[config.mk]
export PLATFORM = sky130hd
export DESIGN_NAME = message_type_header_decoder_top_flat
export DESIGN_NICKNAME = d
export VERILOG_FILES = /design/src/sv/mthd_pkg.sv /design/src/sv/mthd_if.sv /design/src/sv/mthd_in_reg.sv /design/src/sv/mthd_core.sv /design/src/sv/mthd_out_reg.sv /design/src/sv/message_type_header_decoder_top.sv /design/src/flat_wrapper.sv
export SDC_FILE = /design/constraint.sdc
export NUM_CORES = 1
export LEC_CHECK = 0
export BUFFER_PORTS_ARGS = -buffer_cell sky130_fd_sc_hd__buf_2
export CORE_MARGIN = 2
export CORE_UTILIZATION = 39
export CTS_CLUSTER_SIZE = 16
export DETAILED_ROUTE_END_ITERATION = 7
export PLACE_DENSITY = 0.59
export REMOVE_ABC_BUFFERS = 1
export SLEW_MARGIN = 20
export SYNTH_ARGS = -nofsm -noshare
export SYNTH_HDL_FRONTEND = slang
export SYNTH_SLANG_ARGS = --single-unit
[constraint.sdc]
create_clock -name clk -period 2.1 [get_ports clk]
set_clock_uncertainty 0.05 [all_clocks]
set_input_delay 0.42 -clock clk [delete_from_list [all_inputs] [get_ports clk]]
set_output_delay 0.42 -clock clk [all_outputs]
set_load 0.005 [all_outputs]
[src/sv/mthd_pkg.sv]
// ----------------------------------------------------------------------------
// Message type header decoder package
// Shared constants, codes and beat types for the header decoder.
// ----------------------------------------------------------------------------
package mthd_pkg;

    // Short ids below this value are known message types
    localparam int NUM_SHORT_IDS = 33;
    // Length of the long-form type name field
    localparam int NAME_BYTES    = 12;

    localparam logic [8:0] SHORT_ID_LIMIT = 9'(NUM_SHORT_IDS);
    localparam logic [4:0] NAME_END       = 5'(NAME_BYTES);
    localparam logic [3:0] NAME_COUNT_MAX = 4'hF;

    localparam logic [7:0] PRINT_LOW  = 8'h20;
    localparam logic [7:0] PRINT_HIGH = 8'h7F;

    typedef enum logic [1:0] {
        PH_FIRST  = 2'd0,
        PH_NAME   = 2'd1,
        PH_ACCEPT = 2'd2,
        PH_REJECT = 2'd3
    } phase_t;

    typedef enum logic [2:0] {
        ROLE_ID      = 3'd0,
        ROLE_NAME    = 3'd1,
        ROLE_PAD     = 3'd2,
        ROLE_PAYLOAD = 3'd3,
        ROLE_DROP    = 3'd4
    } role_t;

    typedef struct packed {
        logic [7:0] data_byte;
        logic       last;
    } in_item_t;

    typedef struct packed {
        logic [7:0] byte_out;
        role_t      byte_role;
        logic       verdict_now;
        logic       type_ok;
        logic [7:0] short_id;
        logic [3:0] name_length;
        logic       end_of_contents;
    } out_item_t;

endpackage

[src/sv/mthd_if.sv]
// ----------------------------------------------------------------------------
// Header decoder stream interfaces
// Valid/ready channels for input bytes and decoded result beats.
// ----------------------------------------------------------------------------
interface mthd_in_if;
    import mthd_pkg::*;

    logic       valid;
    logic       ready;
    logic [7:0] data_byte;
    logic       last;

    modport source (output valid, output data_byte, output last, input ready);
    modport sink   (input valid, input data_byte, input last, output ready);
endinterface

interface mthd_out_if;
    import mthd_pkg::*;

    logic       valid;
    logic       ready;
    logic [7:0] byte_out;
    role_t      byte_role;
    logic       verdict_now;
    logic       type_ok;
    logic [7:0] short_id;
    logic [3:0] name_length;
    logic       end_of_contents;

    modport source (
        output valid, output byte_out, output byte_role, output verdict_now,
        output type_ok, output short_id, output name_length,
        output end_of_contents, input ready
    );
    modport sink (
        input valid, input byte_out, input byte_role, input verdict_now,
        input type_ok, input short_id, input name_length,
        input end_of_contents, output ready
    );
endinterface

[src/sv/mthd_in_reg.sv]
// ----------------------------------------------------------------------------
// Header decoder input register
// Captures one input beat and holds it until the decode stage takes it.
// ----------------------------------------------------------------------------
module mthd_in_reg (
    input  logic               clk,
    input  logic               rst_n,
    input  logic               in_valid,
    output logic               in_ready,
    input  mthd_pkg::in_item_t in_item,
    output logic               held_valid,
    input  logic               advance,
    output mthd_pkg::in_item_t held_item
);
    import mthd_pkg::*;

    logic     valid_reg;
    logic     valid_next;
    in_item_t item_reg;

    // Take a new beat when empty or when the held one leaves this cycle
    assign in_ready   = !valid_reg || advance;
    assign valid_next = (in_valid && in_ready) ? 1'b1 : (advance ? 1'b0 : valid_reg);

    always_ff @(posedge clk or negedge rst_n)
    begin
        if (!rst_n)
        begin
            valid_reg <= 1'b0;
        end
        else
        begin
            valid_reg <= valid_next;
        end
    end

    always_ff @(posedge clk)
    begin
        if (in_valid && in_ready)
        begin
            item_reg <= in_item;
        end
    end

    assign held_valid = valid_reg;
    assign held_item  = item_reg;
endmodule

[src/sv/mthd_core.sv]
// ----------------------------------------------------------------------------
// Header decoder core
// Per-packet header state and the per-byte decode of role and verdict.
// ----------------------------------------------------------------------------
module mthd_core (
    input  logic                clk,
    input  logic                rst_n,
    input  logic                advance,
    input  mthd_pkg::in_item_t  item,
    output mthd_pkg::out_item_t result
);
    import mthd_pkg::*;

    phase_t     phase_reg;
    phase_t     phase_next;
    logic [3:0] pos_reg;
    logic [3:0] pos_next;
    logic       zero_reg;
    logic       zero_next;
    logic [3:0] count_reg;
    logic [3:0] count_next;
    logic [7:0] id_reg;
    logic [7:0] id_next;

    role_t      role;
    logic       verdict;
    logic       ok;
    logic       bad;
    logic [7:0] b;

    assign b = item.data_byte;

    always_comb
    begin
        phase_next = phase_reg;
        pos_next   = pos_reg;
        zero_next  = zero_reg;
        count_next = count_reg;
        id_next    = id_reg;
        role       = ROLE_DROP;
        verdict    = 1'b0;
        ok         = 1'b0;
        bad        = 1'b0;

        unique case (phase_reg)
            PH_FIRST:
            begin
                role       = ROLE_ID;
                id_next    = b;
                pos_next   = 4'd0;
                zero_next  = 1'b0;
                count_next = 4'd0;
                if (b != 8'd0)
                begin
                    verdict    = 1'b1;
                    ok         = ({1'b0, b} < SHORT_ID_LIMIT);
                    phase_next = ok ? PH_ACCEPT : PH_REJECT;
                end
                else if (item.last)
                begin
                    verdict    = 1'b1;
                    phase_next = PH_REJECT;
                end
                else
                begin
                    phase_next = PH_NAME;
                end
            end
            PH_NAME:
            begin
                if (zero_reg)
                begin
                    role = ROLE_PAD;
                    bad  = (b != 8'd0);
                end
                else if (b == 8'd0)
                begin
                    role      = ROLE_PAD;
                    zero_next = 1'b1;
                end
                else
                begin
                    role = ROLE_NAME;
                    bad  = (b < PRINT_LOW) || (b > PRINT_HIGH);
                    if (!bad && count_reg < NAME_COUNT_MAX)
                    begin
                        count_next = count_reg + 4'd1;
                    end
                end

                priority if (bad)
                begin
                    verdict    = 1'b1;
                    phase_next = PH_REJECT;
                end
                else if (({1'b0, pos_reg} + 5'd1) >= NAME_END)
                begin
                    verdict    = 1'b1;
                    ok         = 1'b1;
                    phase_next = PH_ACCEPT;
                end
                else if (item.last)
                begin
                    // contents ended inside the name field
                    verdict    = 1'b1;
                    phase_next = PH_REJECT;
                end
                else
                begin
                    pos_next = pos_reg + 4'd1;
                end
            end
            PH_ACCEPT:
            begin
                role = ROLE_PAYLOAD;
                ok   = 1'b1;
            end
            PH_REJECT:
            begin
                role = ROLE_DROP;
            end
            default:
            begin
                role = ROLE_DROP;
            end
        endcase

        // Rearm for the next packet
        if (item.last)
        begin
            phase_next = PH_FIRST;
            pos_next   = 4'd0;
            zero_next  = 1'b0;
        end
    end

    always_ff @(posedge clk or negedge rst_n)
    begin
        if (!rst_n)
        begin
            phase_reg <= PH_FIRST;
            pos_reg   <= 4'd0;
            zero_reg  <= 1'b0;
            count_reg <= 4'd0;
            id_reg    <= 8'd0;
        end
        else if (advance)
        begin
            phase_reg <= phase_next;
            pos_reg   <= pos_next;
            zero_reg  <= zero_next;
            count_reg <= count_next;
            id_reg    <= id_next;
        end
    end

    always_comb
    begin
        result.byte_out        = b;
        result.byte_role       = role;
        result.verdict_now     = verdict;
        result.type_ok         = ok;
        result.short_id        = id_next;
        result.name_length     = count_next;
        result.end_of_contents = item.last;
    end
endmodule

[src/sv/mthd_out_reg.sv]
// ----------------------------------------------------------------------------
// Header decoder result register
// Holds one decoded result beat until the receiver takes it.
// ----------------------------------------------------------------------------
module mthd_out_reg (
    input  logic                clk,
    input  logic                rst_n,
    input  logic                load_valid,
    output logic                load_ready,
    input  mthd_pkg::out_item_t load_item,
    output logic                out_valid,
    input  logic                out_ready,
    output mthd_pkg::out_item_t out_item
);
    import mthd_pkg::*;

    logic      valid_reg;
    logic      valid_next;
    out_item_t item_reg;

    assign load_ready = !valid_reg || out_ready;
    assign valid_next = (load_valid && load_ready) ? 1'b1 :
                        (out_ready ? 1'b0 : valid_reg);

    always_ff @(posedge clk or negedge rst_n)
    begin
        if (!rst_n)
        begin
            valid_reg <= 1'b0;
        end
        else
        begin
            valid_reg <= valid_next;
        end
    end

    always_ff @(posedge clk)
    begin
        if (load_valid && load_ready)
        begin
            item_reg <= load_item;
        end
    end

    assign out_valid = valid_reg;
    assign out_item  = item_reg;
endmodule

[src/sv/message_type_header_decoder_top.sv]
// ----------------------------------------------------------------------------
// Message type header decoder
// Decodes the message type header of decrypted packet contents, byte by byte.
// ----------------------------------------------------------------------------
// Usage:
//   in_stream carries one contents byte per beat, with last on the final
//   byte of a packet. out_stream returns exactly one result beat per input
//   beat, in order: the byte, its role (id, name, padding, payload, dropped),
//   the verdict flag and outcome, the short id, the running name length and
//   a copy of last.
//   Each beat passes through the input register and then the result register
//   on its way to out_stream. Throughput is one byte per cycle while the
//   receiver does not stall; the decode is a single compare-and-count step per byte.
//   Reset empties both registers and arms the decoder for the first byte of
//   a packet. When the receiver stalls, the result register holds its beat,
//   the input register still takes one more beat, and in_stream.ready drops
//   only once both are full. A beat with last returns the decoder to the
//   start of a new packet.
// ----------------------------------------------------------------------------
module message_type_header_decoder_top (
    input logic       clk,
    input logic       rst_n,
    mthd_in_if.sink   in_stream,
    mthd_out_if.source out_stream
);
    import mthd_pkg::*;

    in_item_t  in_item;
    in_item_t  held_item;
    logic      held_valid;
    logic      advance;
    logic      load_ready;
    out_item_t decoded;
    out_item_t result;

    assign in_item.data_byte = in_stream.data_byte;
    assign in_item.last      = in_stream.last;

    // A held byte is decoded in the cycle it moves into the result register
    assign advance = held_valid && load_ready;

    mthd_in_reg u_in_reg (
        .clk        (clk),
        .rst_n      (rst_n),
        .in_valid   (in_stream.valid),
        .in_ready   (in_stream.ready),
        .in_item    (in_item),
        .held_valid (held_valid),
        .advance    (advance),
        .held_item  (held_item)
    );

    mthd_core u_core (
        .clk     (clk),
        .rst_n   (rst_n),
        .advance (advance),
        .item    (held_item),
        .result  (decoded)
    );

    mthd_out_reg u_out_reg (
        .clk        (clk),
        .rst_n      (rst_n),
        .load_valid (held_valid),
        .load_ready (load_ready),
        .load_item  (decoded),
        .out_valid  (out_stream.valid),
        .out_ready  (out_stream.ready),
        .out_item   (result)
    );

    assign out_stream.byte_out        = result.byte_out;
    assign out_stream.byte_role       = result.byte_role;
    assign out_stream.verdict_now     = result.verdict_now;
    assign out_stream.type_ok         = result.type_ok;
    assign out_stream.short_id        = result.short_id;
    assign out_stream.name_length     = result.name_length;
    assign out_stream.end_of_contents = result.end_of_contents;
endmodule
[src/flat_wrapper.sv]
// flat-port wrapper written by rule: the top's interface ports become plain ports
module message_type_header_decoder_top_flat import mthd_pkg::*;
  (clk, rst_n, in_stream_valid, in_stream_data_byte, in_stream_last, in_stream_ready, out_stream_valid, out_stream_byte_out, out_stream_byte_role, out_stream_verdict_now, out_stream_type_ok, out_stream_short_id, out_stream_name_length, out_stream_end_of_contents, out_stream_ready);
  mthd_in_if in_stream_i ();
  mthd_out_if out_stream_i ();
  input logic clk;
  input logic rst_n;
  input wire logic [$bits(in_stream_i.valid)-1:0] in_stream_valid;
  input wire logic [$bits(in_stream_i.data_byte)-1:0] in_stream_data_byte;
  input wire logic [$bits(in_stream_i.last)-1:0] in_stream_last;
  output wire logic [$bits(in_stream_i.ready)-1:0] in_stream_ready;
  output wire logic [$bits(out_stream_i.valid)-1:0] out_stream_valid;
  output wire logic [$bits(out_stream_i.byte_out)-1:0] out_stream_byte_out;
  output wire logic [$bits(out_stream_i.byte_role)-1:0] out_stream_byte_role;
  output wire logic [$bits(out_stream_i.verdict_now)-1:0] out_stream_verdict_now;
  output wire logic [$bits(out_stream_i.type_ok)-1:0] out_stream_type_ok;
  output wire logic [$bits(out_stream_i.short_id)-1:0] out_stream_short_id;
  output wire logic [$bits(out_stream_i.name_length)-1:0] out_stream_name_length;
  output wire logic [$bits(out_stream_i.end_of_contents)-1:0] out_stream_end_of_contents;
  input wire logic [$bits(out_stream_i.ready)-1:0] out_stream_ready;
  assign in_stream_i.valid = in_stream_valid;
  assign in_stream_i.data_byte = in_stream_data_byte;
  assign in_stream_i.last = in_stream_last;
  assign in_stream_ready = in_stream_i.ready;
  assign out_stream_valid = out_stream_i.valid;
  assign out_stream_byte_out = out_stream_i.byte_out;
  assign out_stream_byte_role = out_stream_i.byte_role;
  assign out_stream_verdict_now = out_stream_i.verdict_now;
  assign out_stream_type_ok = out_stream_i.type_ok;
  assign out_stream_short_id = out_stream_i.short_id;
  assign out_stream_name_length = out_stream_i.name_length;
  assign out_stream_end_of_contents = out_stream_i.end_of_contents;
  assign out_stream_i.ready = out_stream_ready;
  message_type_header_decoder_top u_core (.clk(clk), .rst_n(rst_n), .in_stream(in_stream_i), .out_stream(out_stream_i));
endmodule
== Word level (Yosys, flattened, before mapping) ==
Index checks and enable logic that the tools add are counted.

* Magnitude comparators: 5
* Muxes and demuxes: 38
* Add/subtract/negate cells: 3
* Equality and inequality tests: 6
* Reductions and logical operators: 18

{| class="wikitable"
|+ Operators by type and width
! cell !! count
|-
| 2-to-1 mux 4 bit || 6
|-
| 2-to-1 mux 1 bit || 18
|-
| < comparator 8 x 6 -> 1 bit, second input constant || 2
|-
| one-hot mux 4 bit (2 select lines) || 2
|-
| 2-to-1 mux 2 bit || 6
|-
| one-hot mux 3 bit (4 select lines) || 1
|-
| adder 4 x 1 -> 4 bit, second input constant || 2
|-
| > comparator 8 x 7 -> 1 bit, second input constant || 1
|-
| zero test 8 bit || 1
|-
| 2-to-1 mux 8 bit || 1
|-
| nonzero test 8 bit || 1
|-
| != test 3 x 2 -> 1 bit, second input constant || 2
|-
| adder 4 x 1 -> 5 bit, second input constant || 1
|-
| greater-or-equal comparator 5 x 4 -> 1 bit, second input constant || 1
|-
| == test 2 bit, second input constant || 2
|-
| < comparator 4 bit, second input constant || 1
|-
| != test 4 x 3 -> 1 bit, second input constant || 1
|-
| one-hot mux 1 bit (2 select lines) || 2
|-
| one-hot mux 2 bit (2 select lines) || 1
|-
| AND reduction 4 bit || 1
|-
| nonzero test 2 bit || 2
|-
| logical AND 1 bit || 3
|-
| zero test 1 bit || 3
|-
| logical OR 1 bit || 3
|-
| other kinds (6) || 6
|}

* Flip-flop bits (word level): 56
* Logic and storage cells: 86
* Input bits: 13
* Output and inout bits: 28

== Logic depth before layout (Yosys ltp) ==
Gate-level depths: netlist (run 1).

* Depth after elaboration: 8
* Mapped depth: 8
* Mapped depth without buffers: 6

== Hierarchy ==
From an unflattened synthesis (run 1), not the netlist that was laid out.

* Cell total of the unflattened synthesis: 188
* Area, all modules: 2526.2 um^2

{| class="wikitable"
|+ By module, submodules not included
! module !! area an instance (um^2) !! times used !! cells an instance !! sequential area each (um^2)
|-
| mthd_core || 1361.3 || 1 || 144 || 475.5
|-
| mthd_out_reg || 834.6 || 1 || 30 || 805.8
|-
| mthd_in_reg || 324.1 || 1 || 13 || 295.3
|-
| message_type_header_decoder_top || 6.3 || 1 || 1 || 0.0
|}

== Worst setup path before layout (run 1) ==
Ideal clock, no wire load.

* Path type: input to register
* Start: in out_stream_ready
* End: reg u_core.u_core.phase_reg[0]
* Setup time: 0.139 ns
* Setup slack: -0.240 ns
* Arrival time: 2.151 ns
* Cell stages on the path: 8
* Data required time: 1.911 ns
* Buffers on the path: 2
* Cell sequence: nand2b_1 -> nand2_1 -> clkbuf_1 -> inv_1 -> clkbuf_1 -> nand2_1 -> o311ai_0 -> o31ai_1

* Longest elaborated chain between the ends: 3

{| class="wikitable"
|+ RTL lines
! what !! line !! RTL
|-
| from (decl) || flat_wrapper.sv:20 || <nowiki>input wire logic [$bits(out_stream_i.ready)-1:0] out_stream_ready;</nowiki>
|-
| logical OR 1 bit || mthd_out_reg.sv:21 || <nowiki>assign load_ready = !valid_reg || out_ready;</nowiki>
|-
| logical AND 1 bit || message_type_header_decoder_top.sv:40 || <nowiki>assign advance = held_valid && load_ready;</nowiki>
|-
| net u_core.advance || message_type_header_decoder_top.sv:31 || <nowiki>logic advance;</nowiki>
|-
| AND reduction 3 bit (no line) || -- ||
|-
| to (signal assigned) || mthd_core.sv:149 || <nowiki>phase_reg <= phase_next;</nowiki>
|-
| to (decl) || mthd_core.sv:14 || <nowiki>phase_t phase_reg;</nowiki>
|}

The timed path passes the listed nets, and every way through them passes these cells.
A chain may end at the register's enable or synchronous reset.

== Worst setup path after layout (run 1) ==
* Start: reg u_core.u_in_reg.item_reg (netlist bit u_core.u_in_reg.held_item[2])
* End: reg u_core.u_core.pos_reg[2]

* Longest elaborated chain between the ends: 7
* Elaborated cells on any way between the ends: 10
* Classes of those cells: order compare: 2; eq/ne: 1; mux: 3; reduce/logical: 4

{| class="wikitable"
|+ RTL lines
! what !! line !! RTL
|-
| from (decl) || mthd_in_reg.sv:19 || <nowiki>in_item_t item_reg;</nowiki>
|-
| from (signal assigned) || mthd_in_reg.sv:41 || <nowiki>item_reg <= in_item;</nowiki>
|-
| < comparator 8 x 6 -> 1 bit / > comparator 8 x 7 -> 1 bit (equally long branches) || mthd_core.sv:84 || <nowiki>bad = (b < PRINT_LOW) || (b > PRINT_HIGH);</nowiki>
|-
| logical OR 1 bit || mthd_core.sv:84 ||
|-
| 2-to-1 mux 1 bit || mthd_core.sv:76 || <nowiki>else if (b == 8'd0)</nowiki>
|-
| 2-to-1 mux 1 bit * || mthd_core.sv:71 || <nowiki>if (zero_reg)</nowiki>
|-
| 2-to-1 mux 1 bit * || mthd_core.sv:45 || <nowiki>unique case (phase_reg)</nowiki>
|-
| != test 3 x 2 -> 1 bit (no line) * || -- ||
|-
| AND reduction 4 bit (no line) * || -- ||
|-
| to (signal assigned) || mthd_core.sv:150 || <nowiki>pos_reg <= pos_next;</nowiki>
|-
| to (decl) || mthd_core.sv:16 || <nowiki>logic [3:0] pos_reg;</nowiki>
|}

Mark *: on every way between the ends. The rest lies on a longest branch, timed or not. The select of a mux whose other input is x is not followed.

==> results of run 1 <==
[power by group through the flow]
stage | Combinational (mW) | Clock, mW | Sequential (mW)
floorplan | 0.363 | 0 | 1.55
global placement | 0.596 | 0 | 1.55
detailed placement | 0.607 | 0 | 1.56
CTS | 0.610 | 0.758 | 1.53
global route | 0.683 | 0.796 | 1.56
finish | 0.601 | 0.736 | 1.53
[worst paths after layout]
kind	from	endpoint	slack, ns	cells past startpoint
min	rst_n	u_core.u_core.id_reg[4]$_DFFE_PN0P_	0.01	1
max in group asynchronous	rst_n	u_core.u_core.phase_reg[1]$_DFFE_PN0P_	1.65	1
max	u_core.u_in_reg.held_item[2]$_DFFE_PP_	u_core.u_core.pos_reg[2]$_DFFE_PN0P_	0.13	5
min in group clk	in_stream_data_byte[7]	u_core.u_in_reg.held_item[8]$_DFFE_PP_	0.23	1
min reg2reg	u_core.u_core.id_reg[3]$_DFFE_PN0P_	u_core.u_core.id_reg[3]$_DFFE_PN0P_	0.43	2
max reg2reg	u_core.u_in_reg.held_item[2]$_DFFE_PP_	u_core.u_core.pos_reg[2]$_DFFE_PN0P_	0.13	5
[critical path, stage by stage, from the launching register on]
cell                       delay, ns
sky130_fd_sc_hd__edfxtp_1       0.42
sky130_fd_sc_hd__or4_4          0.57
sky130_fd_sc_hd__nor3b_4        0.26
sky130_fd_sc_hd__o21ba_2        0.21
sky130_fd_sc_hd__nand3_1        0.08
sky130_fd_sc_hd__a32o_1         0.27
[layout make-up]
class,count,area (µm²)
clock inverter,2,38.8
sequential,56,1580
inverter,4,15.0
timing repair buffer,51,295
tap,75,93.8
multi-input combinational,125,786
fill,560,3030
clock buffer,6,82.6
[metrics by stage]
| step | worst slack (ns) | std cells | TNS [ns] | instance area [µm²] |
|---|---|---|---|---|
| floorplan | -0.0623 | 185 | -0.0668 | 2380 |
| global placement | 0.148 | 311 | 0 | 2770 |
| detailed placement | 0.134 | 311 | 0 | 2770 |
| CTS | 0.109 | 319 | 0 | 2890 |
| global route | 0.0380 | 319 | 0 | 2890 |
| finish | 0.130 | 319 | 0 | 2890 |
[synth_stat cells, types with 2 or more instances]
cell type | count | area share, %
sky130_fd_sc_hd__o21a_1 | 2 | 0.63
sky130_fd_sc_hd__xnor2_1 | 3 | 1.1
sky130_fd_sc_hd__edfxtp_1 | 35 | 44
sky130_fd_sc_hd__o31ai_1 | 4 | 1.3
sky130_fd_sc_hd__mux2_2 | 9 | 4.2
sky130_fd_sc_hd__nand4_1 | 2 | 0.52
sky130_fd_sc_hd__a21o_1 | 2 | 0.63
sky130_fd_sc_hd__o21ai_0 | 6 | 1.3
sky130_fd_sc_hd__nand3b_1 | 2 | 0.63
sky130_fd_sc_hd__clkbuf_1 | 6 | 0.94
sky130_fd_sc_hd__nor2_1 | 10 | 1.6
sky130_fd_sc_hd__nor3_1 | 4 | 0.83
sky130_fd_sc_hd__ha_1 | 3 | 1.6
sky130_fd_sc_hd__nand3_1 | 8 | 1.7
sky130_fd_sc_hd__a22o_1 | 2 | 0.73
sky130_fd_sc_hd__a21oi_1 | 8 | 1.7
sky130_fd_sc_hd__nand2b_1 | 6 | 1.6
sky130_fd_sc_hd__or4_1 | 2 | 0.63
sky130_fd_sc_hd__xor2_1 | 2 | 0.73
sky130_fd_sc_hd__inv_1 | 4 | 0.63
sky130_fd_sc_hd__o311ai_0 | 2 | 0.73
sky130_fd_sc_hd__nand2_1 | 34 | 5.3
sky130_fd_sc_hd__dfrtp_1 | 21 | 22
sky130_fd_sc_hd__and2_1 | 3 | 0.78
[cell families (layout without fill, tap and decap cells)]
group	Yosys count	count (layout)	synth area share (%)
simple gates	76	76	16.0
flops	56	56	65.7
compound gates	32	32	9.18
buf+inv	10	63	1.56
mux	9	9	4.22
xor+xnor	5	5	1.83
fa+ha+maj	3	3	1.56
[repair_timing]
action	CTS	global route
endpoints found under the setup margin	0	3
resized for setup	0	1
hold buffers	0	0
[layer usage]
metal / share of wire, % / GRT usage, %
met1: 46 / 19.3
met2: 47 / 22.3
met3: 4.6 / 3.59
met4: 1.7 / 5.00
met5: 0 / 0
==> metrics.json, run 1 <==
{
  "run_status": "finished clean",
  "antenna_violations_before_repair": 0,
  "power.static_leakage_nw": 1.21,
  "p_comb_share_pct": 21.0,
  "timing.critical_path.required_ns": 2.25,
  "synth-warning-count": 0,
  "post_synth_instance_area_mm2": 0.00240,
  "setup_viol": 0,
  "synth_top_flop_cell": "sky130_fd_sc_hd__edfxtp_1",
  "fin_worst_hold_slack_ns": 0.0143,
  "max-cap-violations": 0,
  "detail_route.first_pass.iterations": 4,
  "cts-htree-levels": 2,
  "drcViolationCount": 0,
  "cts-buffers-inserted": 5,
  "dp.final_hpwl_um": 3130,
  "grt_use_total_pct": 14.3,
  "fp.dieH_um": 82.4,
  "post-route-period-util_pct": 93.8,
  "timing.final.hold_violations": 0,
  "seq_area_frac_synth_pct": 65.7,
  "area_growth_syn_to_layout_pct": 20.3,
  "buffer_ports.inserted": 40,
  "vdd_ir_drop_max_v": 0.000347,
  "drt_wirelength_um": 4340,
  "report.power.total_mw": 2.87,
  "finish.utilization_pct": 48.8,
  "place_congestion": 0.763,
  "numClockSinks": 56,
  "intPower_mw": 2.09,
  "total_switching_power_mw": 0.774,
  "tritoncts": "yes",
  "synth.ff_latch_count": 56,
  "layout_commonest_cell": "sky130_fd_sc_hd__buf_2",
  "clk_pin_slew_ns": 0.10,
  "final.min_clock_period_ns": 1.97,
  "route.antenna.remaining_nets": 0,
  "synth_async_sr_flop_share_pct": 37.5,
  "worst_setup_start_kind": "flop",
  "viasPerCell": 5.02,
  "coreArea_mm2": 0.00592,
  "die_area_mm2": 0.00680,
  "path_max_fanout": 5,
  "cts_buffer_depth": 2,
  "drtIter0Drc": 76,
  "final_layout_size_suffix_gt1_share_pct": 30.7,
  "cts_setup_buffers": 0,
  "tightest_slew_ns": 0.498,
  "hold_path_class": "input port to async pin",
  "highest_clock_rate_mhz": 508,
  "power.share.switching_pct": 27.0,
  "clock_power_share_pct": 25.7,
  "syn_area_per_cell_um2": 12.6,
  "num_rows": 28,
  "timing.final.max_slew_violations": 0,
  "setup.worst_path.class": "flop to flop",
  "layout_common_cells": "sky130_fd_sc_hd__buf_2 (40), sky130_fd_sc_hd__edfxtp_1 (35), sky130_fd_sc_hd__nand2_1 (34)",
  "number_of_enable_type_register_cells_in_the_synthesized_netlist": 35,
  "largest_register_ff_count": 26,
  "insertion_delay_ns": 0.31,
  "critPathCaptureType": "flop",
  "vias_in_the_first_global_route": 1502,
  "wl_per_cell_um": 13.6,
  "grt_start_max_net_pins": 22,
  "io_pins": 41,
  "floorplan.die.width_um": 82.4,
  "synth_cell_types": 35,
  "nets": 259,
  "sequentialPowerShare_pct": 53.4,
  "vias": 1600,
  "post_syn_instances": 191,
  "grt_overflow": 0,
  "power_density_mw_per_mm2": 993,
  "worst_ep_arrival_time_ns": 2.12,
  "clockRootBuffer": "sky130_fd_sc_hd__clkbuf_8",
  "grt_first_pass_wirelength_um": 7170,
  "grt_setup_unrepaired": "no",
  "slew_limit_headroom_pct": 66.8,
  "antennaDiodeCount": 0,
  "initial_core_util_pct": 40.5
}
Note: power is estimated with default switching activity, not from simulation.
==> run 2: changes to the inputs <==
Settings changed: ABC_AREA from default to 0, CTS_BUF_LIST from default to sky130_fd_sc_hd__clkbuf_16.
==> run 2 against run 1 <==
  * Maximum frequency up 0.14%
  * Via count down 0.63%
  * Highest routed layer unchanged
  * Die area unchanged
  * Largest power group unchanged
==> metrics.json, run 2 (synthesis gave the netlist of run 1 again) <==
{
  "run_status": "finished clean",
  "grt_setup_unrepaired": "no",
  "worst_ep_arrival_time_ns": 2.09,
  "grt_use_total_pct": 14.5,
  "slew_limit_headroom_pct": 66.0,
  "setup_viol": 0,
  "layout_commonest_cell": "sky130_fd_sc_hd__buf_2",
  "drcViolationCount": 0,
  "grt_first_pass_wirelength_um": 7250,
  "place_congestion": 0.763,
  "wl_per_cell_um": 13.6,
  "tritoncts": "yes",
  "die_area_mm2": 0.00680,
  "drtIter0Drc": 79,
  "viasPerCell": 4.98,
  "startpoint": "u_core.u_in_reg.held_item[2]$_DFFE_PP_",
  "timing.rr.end": "u_core.u_core.pos_reg[2]$_DFFE_PN0P_",
  "report.power.total_mw": 3.06,
  "clockRootBuffer": "sky130_fd_sc_hd__clkbuf_16",
  "final.min_clock_period_ns": 1.97,
  "path_max_fanout": 5,
  "cts-buffers-inserted": 5,
  "drt_wirelength_um": 4340,
  "tightest_slew_ns": 0.509,
  "placed_cells": 311,
  "timing.critical_path.required_ns": 2.23,
  "insertion_delay_ns": 0.29,
  "area_growth_syn_to_layout_pct": 22.3,
  "cts_buffer_depth": 2,
  "largest_register_ff_count": 26,
  "detail_route.first_pass.iterations": 4,
  "num_rows": 28,
  "timing.final.hold_violations": 0,
  "antennaDiodeCount": 0,
  "dp.final_hpwl_um": 3130,
  "fp.dieH_um": 82.4,
  "route.antenna.remaining_nets": 0,
  "worstSetupEndpoint": "u_core.u_core.pos_reg[2]$_DFFE_PN0P_",
  "setup.worst_path.class": "flop to flop",
  "critPathCaptureType": "flop",
  "power_density_mw_per_mm2": 1040,
  "hold_path_class": "input port to async pin",
  "buffer_ports.inserted": 40,
  "worstReg2RegStart": "u_core.u_in_reg.held_item[2]$_DFFE_PP_",
  "max-cap-violations": 0,
  "io_pins": 41,
  "postCtsHoldBufs": 0,
  "vias_in_the_first_global_route": 1494,
  "worst_r2r_path_depth": 5,
  "vdd_ir_drop_max_v": 0.000461,
  "cts-htree-levels": 2,
  "worst_setup_start_kind": "flop",
  "numClockSinks": 56,
  "power.static_leakage_nw": 1.23,
  "floorplan.die.width_um": 82.4,
  "antenna_violations_before_repair": 0,
  "layoutNonFillerInstCount": 319,
  "initial_core_util_pct": 40.5,
  "final_layout_size_suffix_gt1_share_pct": 30.3,
  "vias": 1590,
  "coreArea_mm2": 0.00592,
  "highest_clock_rate_mhz": 508,
  "timing.final.max_slew_violations": 0,
  "layout_common_cells": "sky130_fd_sc_hd__buf_2 (40), sky130_fd_sc_hd__edfxtp_1 (35), sky130_fd_sc_hd__nand2_1 (34)",
  "grt_overflow": 0,
  "r2r_setup_slk_ns": 0.13,
  "clk_pin_slew_ns": 0.07,
  "grt_start_max_net_pins": 22,
  "nets": 259,
  "post-route-period-util_pct": 93.7
}
## run 2: cell types whose count changed in the layout (fill, tap and decap cells not counted)
| cell | previous run | this run |
|---|---|---|
| sky130_fd_sc_hd__clkbuf_8 | 6 | 0 |
| sky130_fd_sc_hd__clkbuf_16 | 0 | 5 |
| sky130_fd_sc_hd__clkinv_1 | 0 | 1 |
## run 2: what timing repair did
action                                  CTS  global route
gates resized for setup                   0             1
buffers inserted                          0             0
endpoints found under the setup margin    0             1
## run 2: cell type report
cell class,count,area [µm²]
clock buffers,5,125
clock inverters,3,42.5
fillers,555,2990
inverters,4,15.0
multi-input cells,125,786
flip-flops and latches,56,1580
well taps,75,93.8
repair buffers,51,295
## run 2: stage by stage
stage / TNS, ns / utilization, % / area (µm²) / worst slack [ns] / hold WS (ns)
after floorplan: -0.0668 / - / 2380 / -0.0623 / 0.0744
after global placement: 0 / 46.7 / 2770 / 0.148 / 0.370
after detailed placement: 0 / 46.7 / 2770 / 0.134 / 0.375
after CTS: 0 / 49.6 / 2930 / 0.112 / 0.0592
after global routing: 0 / 49.6 / 2930 / 0.00740 / 0.0808
final: 0 / 49.6 / 2930 / 0.133 / 0.0395
## run 2: worst min-delay path by stage
stage | slack (ns) | to | cells after the start
floorplan | 0.07 | u_core.u_core.count_reg[0]$_DFFE_PN0P_ | 0
global placement | 0.37 | u_core.u_core.pos_reg[0]$_DFFE_PN0P_ | 1
detailed placement | 0.38 | u_core.u_core.pos_reg[0]$_DFFE_PN0P_ | 1
CTS | 0.06 | u_core.u_core.id_reg[3]$_DFFE_PN0P_ | 1
global route | 0.08 | u_core.u_core.id_reg[4]$_DFFE_PN0P_ | 1
finish | 0.04 | u_core.u_core.id_reg[4]$_DFFE_PN0P_ | 1
## run 2: critical path, stage by stage, from the launching register on
cell and delay [ns]:
sky130_fd_sc_hd__edfxtp_1 0.40, sky130_fd_sc_hd__or4_4 0.57, sky130_fd_sc_hd__nor3b_4 0.26, sky130_fd_sc_hd__o21ba_2 0.22, sky130_fd_sc_hd__nand3_1 0.08, sky130_fd_sc_hd__a32o_1 0.27
## run 2: report_power, final
group          switching (mW)  internal (mW)
logic                   0.307          0.293
clock network           0.367          0.561
registers               0.122           1.41
total                   0.796           2.26
## run 2: per-layer routing
metal  vias up  global-route usage [%]  part of all wire, %
met5         -                       0                    0
met1       752                    19.6                   46
li1        799                       -                    -
met3         7                    3.91                  4.1
met2        32                    22.8                   49
met4         0                    4.50                  1.3
==> run 3: changes to the inputs <==
Settings changed: PLACE_DENSITY 0.59 to 0.57.
Clock period 2.1 ns to 2.45 ns, I/O delays scaled along.
==> run 3 against run 2 <==
  * Sequential power shrank 14%
  * Count of clock-buffer cells in the layout is the same
  * Via count grew 0.25%
  * Final cell count shrank 1.6%
  * Worst hold slack gained 0.085 ns
  * Cell area shrank 2.4%
  * Utilization shrank 1.2 points
  * Wire length grew 2.6%
  * Clock power shrank 25%
  * Maximum frequency shrank 8.7%
  * Setup slack gained 0.16 ns
==> metrics.json, run 3 (synthesis gave the netlist of run 1 again) <==
{
  "route.antenna.remaining_nets": 0,
  "drtIter0Drc": 95,
  "antenna_violations_before_repair": 0,
  "timing.final.hold_violations": 0,
  "highest_clock_rate_mhz": 464,
  "clk_pin_slew_ns": 0.07,
  "worst_setup_start_kind": "flop",
  "layout_common_cells": "sky130_fd_sc_hd__buf_2 (40), sky130_fd_sc_hd__edfxtp_1 (35), sky130_fd_sc_hd__nand2_1 (34)",
  "antennaDiodeCount": 0,
  "postLayoutCellArea_mm2": 0.00286,
  "dp.final_hpwl_um": 3130,
  "fin_worst_hold_slack_ns": 0.125,
  "grt_start_max_net_pins": 26,
  "buffer_ports.inserted": 40,
  "area_growth_syn_to_layout_pct": 19.3,
  "place_congestion": 0.849,
  "num_rows": 28,
  "setup_tns_ns": 0,
  "grt_setup_unrepaired": "no",
  "power.static_leakage_nw": 1.19,
  "coreArea_mm2": 0.00592,
  "grt_first_pass_wirelength_um": 7200,
  "timing.critical_path.required_ns": 2.56,
  "final.min_clock_period_ns": 2.15,
  "cts_setup_buffers": 0,
  "layout_commonest_cell": "sky130_fd_sc_hd__buf_2",
  "clockRootBuffer": "sky130_fd_sc_hd__clkbuf_16",
  "floorplan.die.width_um": 82.4,
  "numClockSinks": 56,
  "setup.worst_path.class": "flop to flop",
  "drt_wirelength_um": 4460,
  "initial_core_util_pct": 40.5,
  "insertion_delay_ns": 0.29,
  "worst_ep_arrival_time_ns": 2.26,
  "tightest_slew_ns": 0.656,
  "vias_in_the_first_global_route": 1554,
  "detail_route.first_pass.iterations": 4,
  "vias": 1594,
  "post-route-period-util_pct": 87.9,
  "drcViolationCount": 0,
  "fp.dieH_um": 82.4,
  "vdd_ir_drop_max_v": 0.000394,
  "cts-htree-levels": 2,
  "viasPerCell": 5.08,
  "ctsResizeCount": 0,
  "cts-buffers-inserted": 5,
  "cts_buffer_depth": 2,
  "io_pins": 41,
  "tritoncts": "yes",
  "slew_limit_headroom_pct": 55.7,
  "path_max_fanout": 4,
  "timing.final.max_slew_violations": 0,
  "wl_per_cell_um": 14.2,
  "grt_overflow": 0,
  "largest_register_ff_count": 26,
  "die_area_mm2": 0.00680,
  "final_layout_size_suffix_gt1_share_pct": 29.3,
  "grt_use_total_pct": 14.5,
  "hold_path_class": "input port to async pin",
  "max-cap-violations": 0,
  "run_status": "finished clean",
  "place_area_mm2": 0.00272,
  "power_density_mw_per_mm2": 878,
  "nets": 254,
  "postCtsHoldBufs": 0,
  "setup_viol": 0,
  "critPathCaptureType": "flop"
}
run 3: layout make-up:
class                   instances  area (µm²)
clock buffers                   5         125
clock inverters                 3        21.3
fillers                       529        3060
inverters                       4        15.0
multi-input cells             125         786
flip-flops and latches         56        1580
well taps                      75        93.8
repair buffers                 46         245
run 3: final timing paths:
check / start / slack [ns] / to / depth (start not counted)
setup / recovery: u_core.u_core.pos_reg[0]$_DFFE_PN0P_ / 0.30 / u_core.u_core.phase_reg[0]$_DFFE_PN0P_ / 5
hold / removal: rst_n / 0.12 / u_core.u_core.id_reg[5]$_DFFE_PN0P_ / 1
setup reg to reg: u_core.u_core.pos_reg[0]$_DFFE_PN0P_ / 0.30 / u_core.u_core.phase_reg[0]$_DFFE_PN0P_ / 5
hold reg to reg: u_core.u_core.id_reg[4]$_DFFE_PN0P_ / 0.42 / u_core.u_core.id_reg[4]$_DFFE_PN0P_ / 2
max in group asynchronous: rst_n / 1.86 / u_core.u_core.pos_reg[3]$_DFFE_PN0P_ / 1
min in group clk: in_stream_data_byte[3] / 0.32 / u_core.u_in_reg.held_item[4]$_DFFE_PP_ / 1
run 3: metrics by stage:
stage	cells	setup slack [ns]	utilization (%)	power, mW
2_1_floorplan	185	0.218	-	1.64
3_3_place_gp	306	0.404	45.9	1.83
3_5_place_dp	306	0.290	45.9	1.84
4_1_cts	314	0.269	48.4	2.54
5_1_grt	314	0.113	48.4	2.66
6_report	314	0.296	48.4	2.51
run 3: critical path, stage by stage (launching register included):
cell and delay (ns):
sky130_fd_sc_hd__dfrtp_1 0.41, sky130_fd_sc_hd__ha_1 0.25, sky130_fd_sc_hd__o311ai_0 0.61, sky130_fd_sc_hd__o21ba_2 0.27, sky130_fd_sc_hd__o311ai_0 0.30, sky130_fd_sc_hd__o31ai_1 0.12
run 3: power by group:
part	internal (mW)	switching (mW)
Combinational	0.239	0.254
Clock	0.381	0.317
Sequential	1.21	0.113
Total	1.83	0.684
run 3: metal layers:
| layer | track usage, % | up-vias | part of all wire, % |
|---|---|---|---|
| li1 | - | 787 | - |
| met4 | 7.50 | 0 | 2.4 |
| met3 | 2.93 | 9 | 4.2 |
| met1 | 18.0 | 761 | 45 |
| met2 | 23.7 | 37 | 48 |
| met5 | 0 | - | 0 |
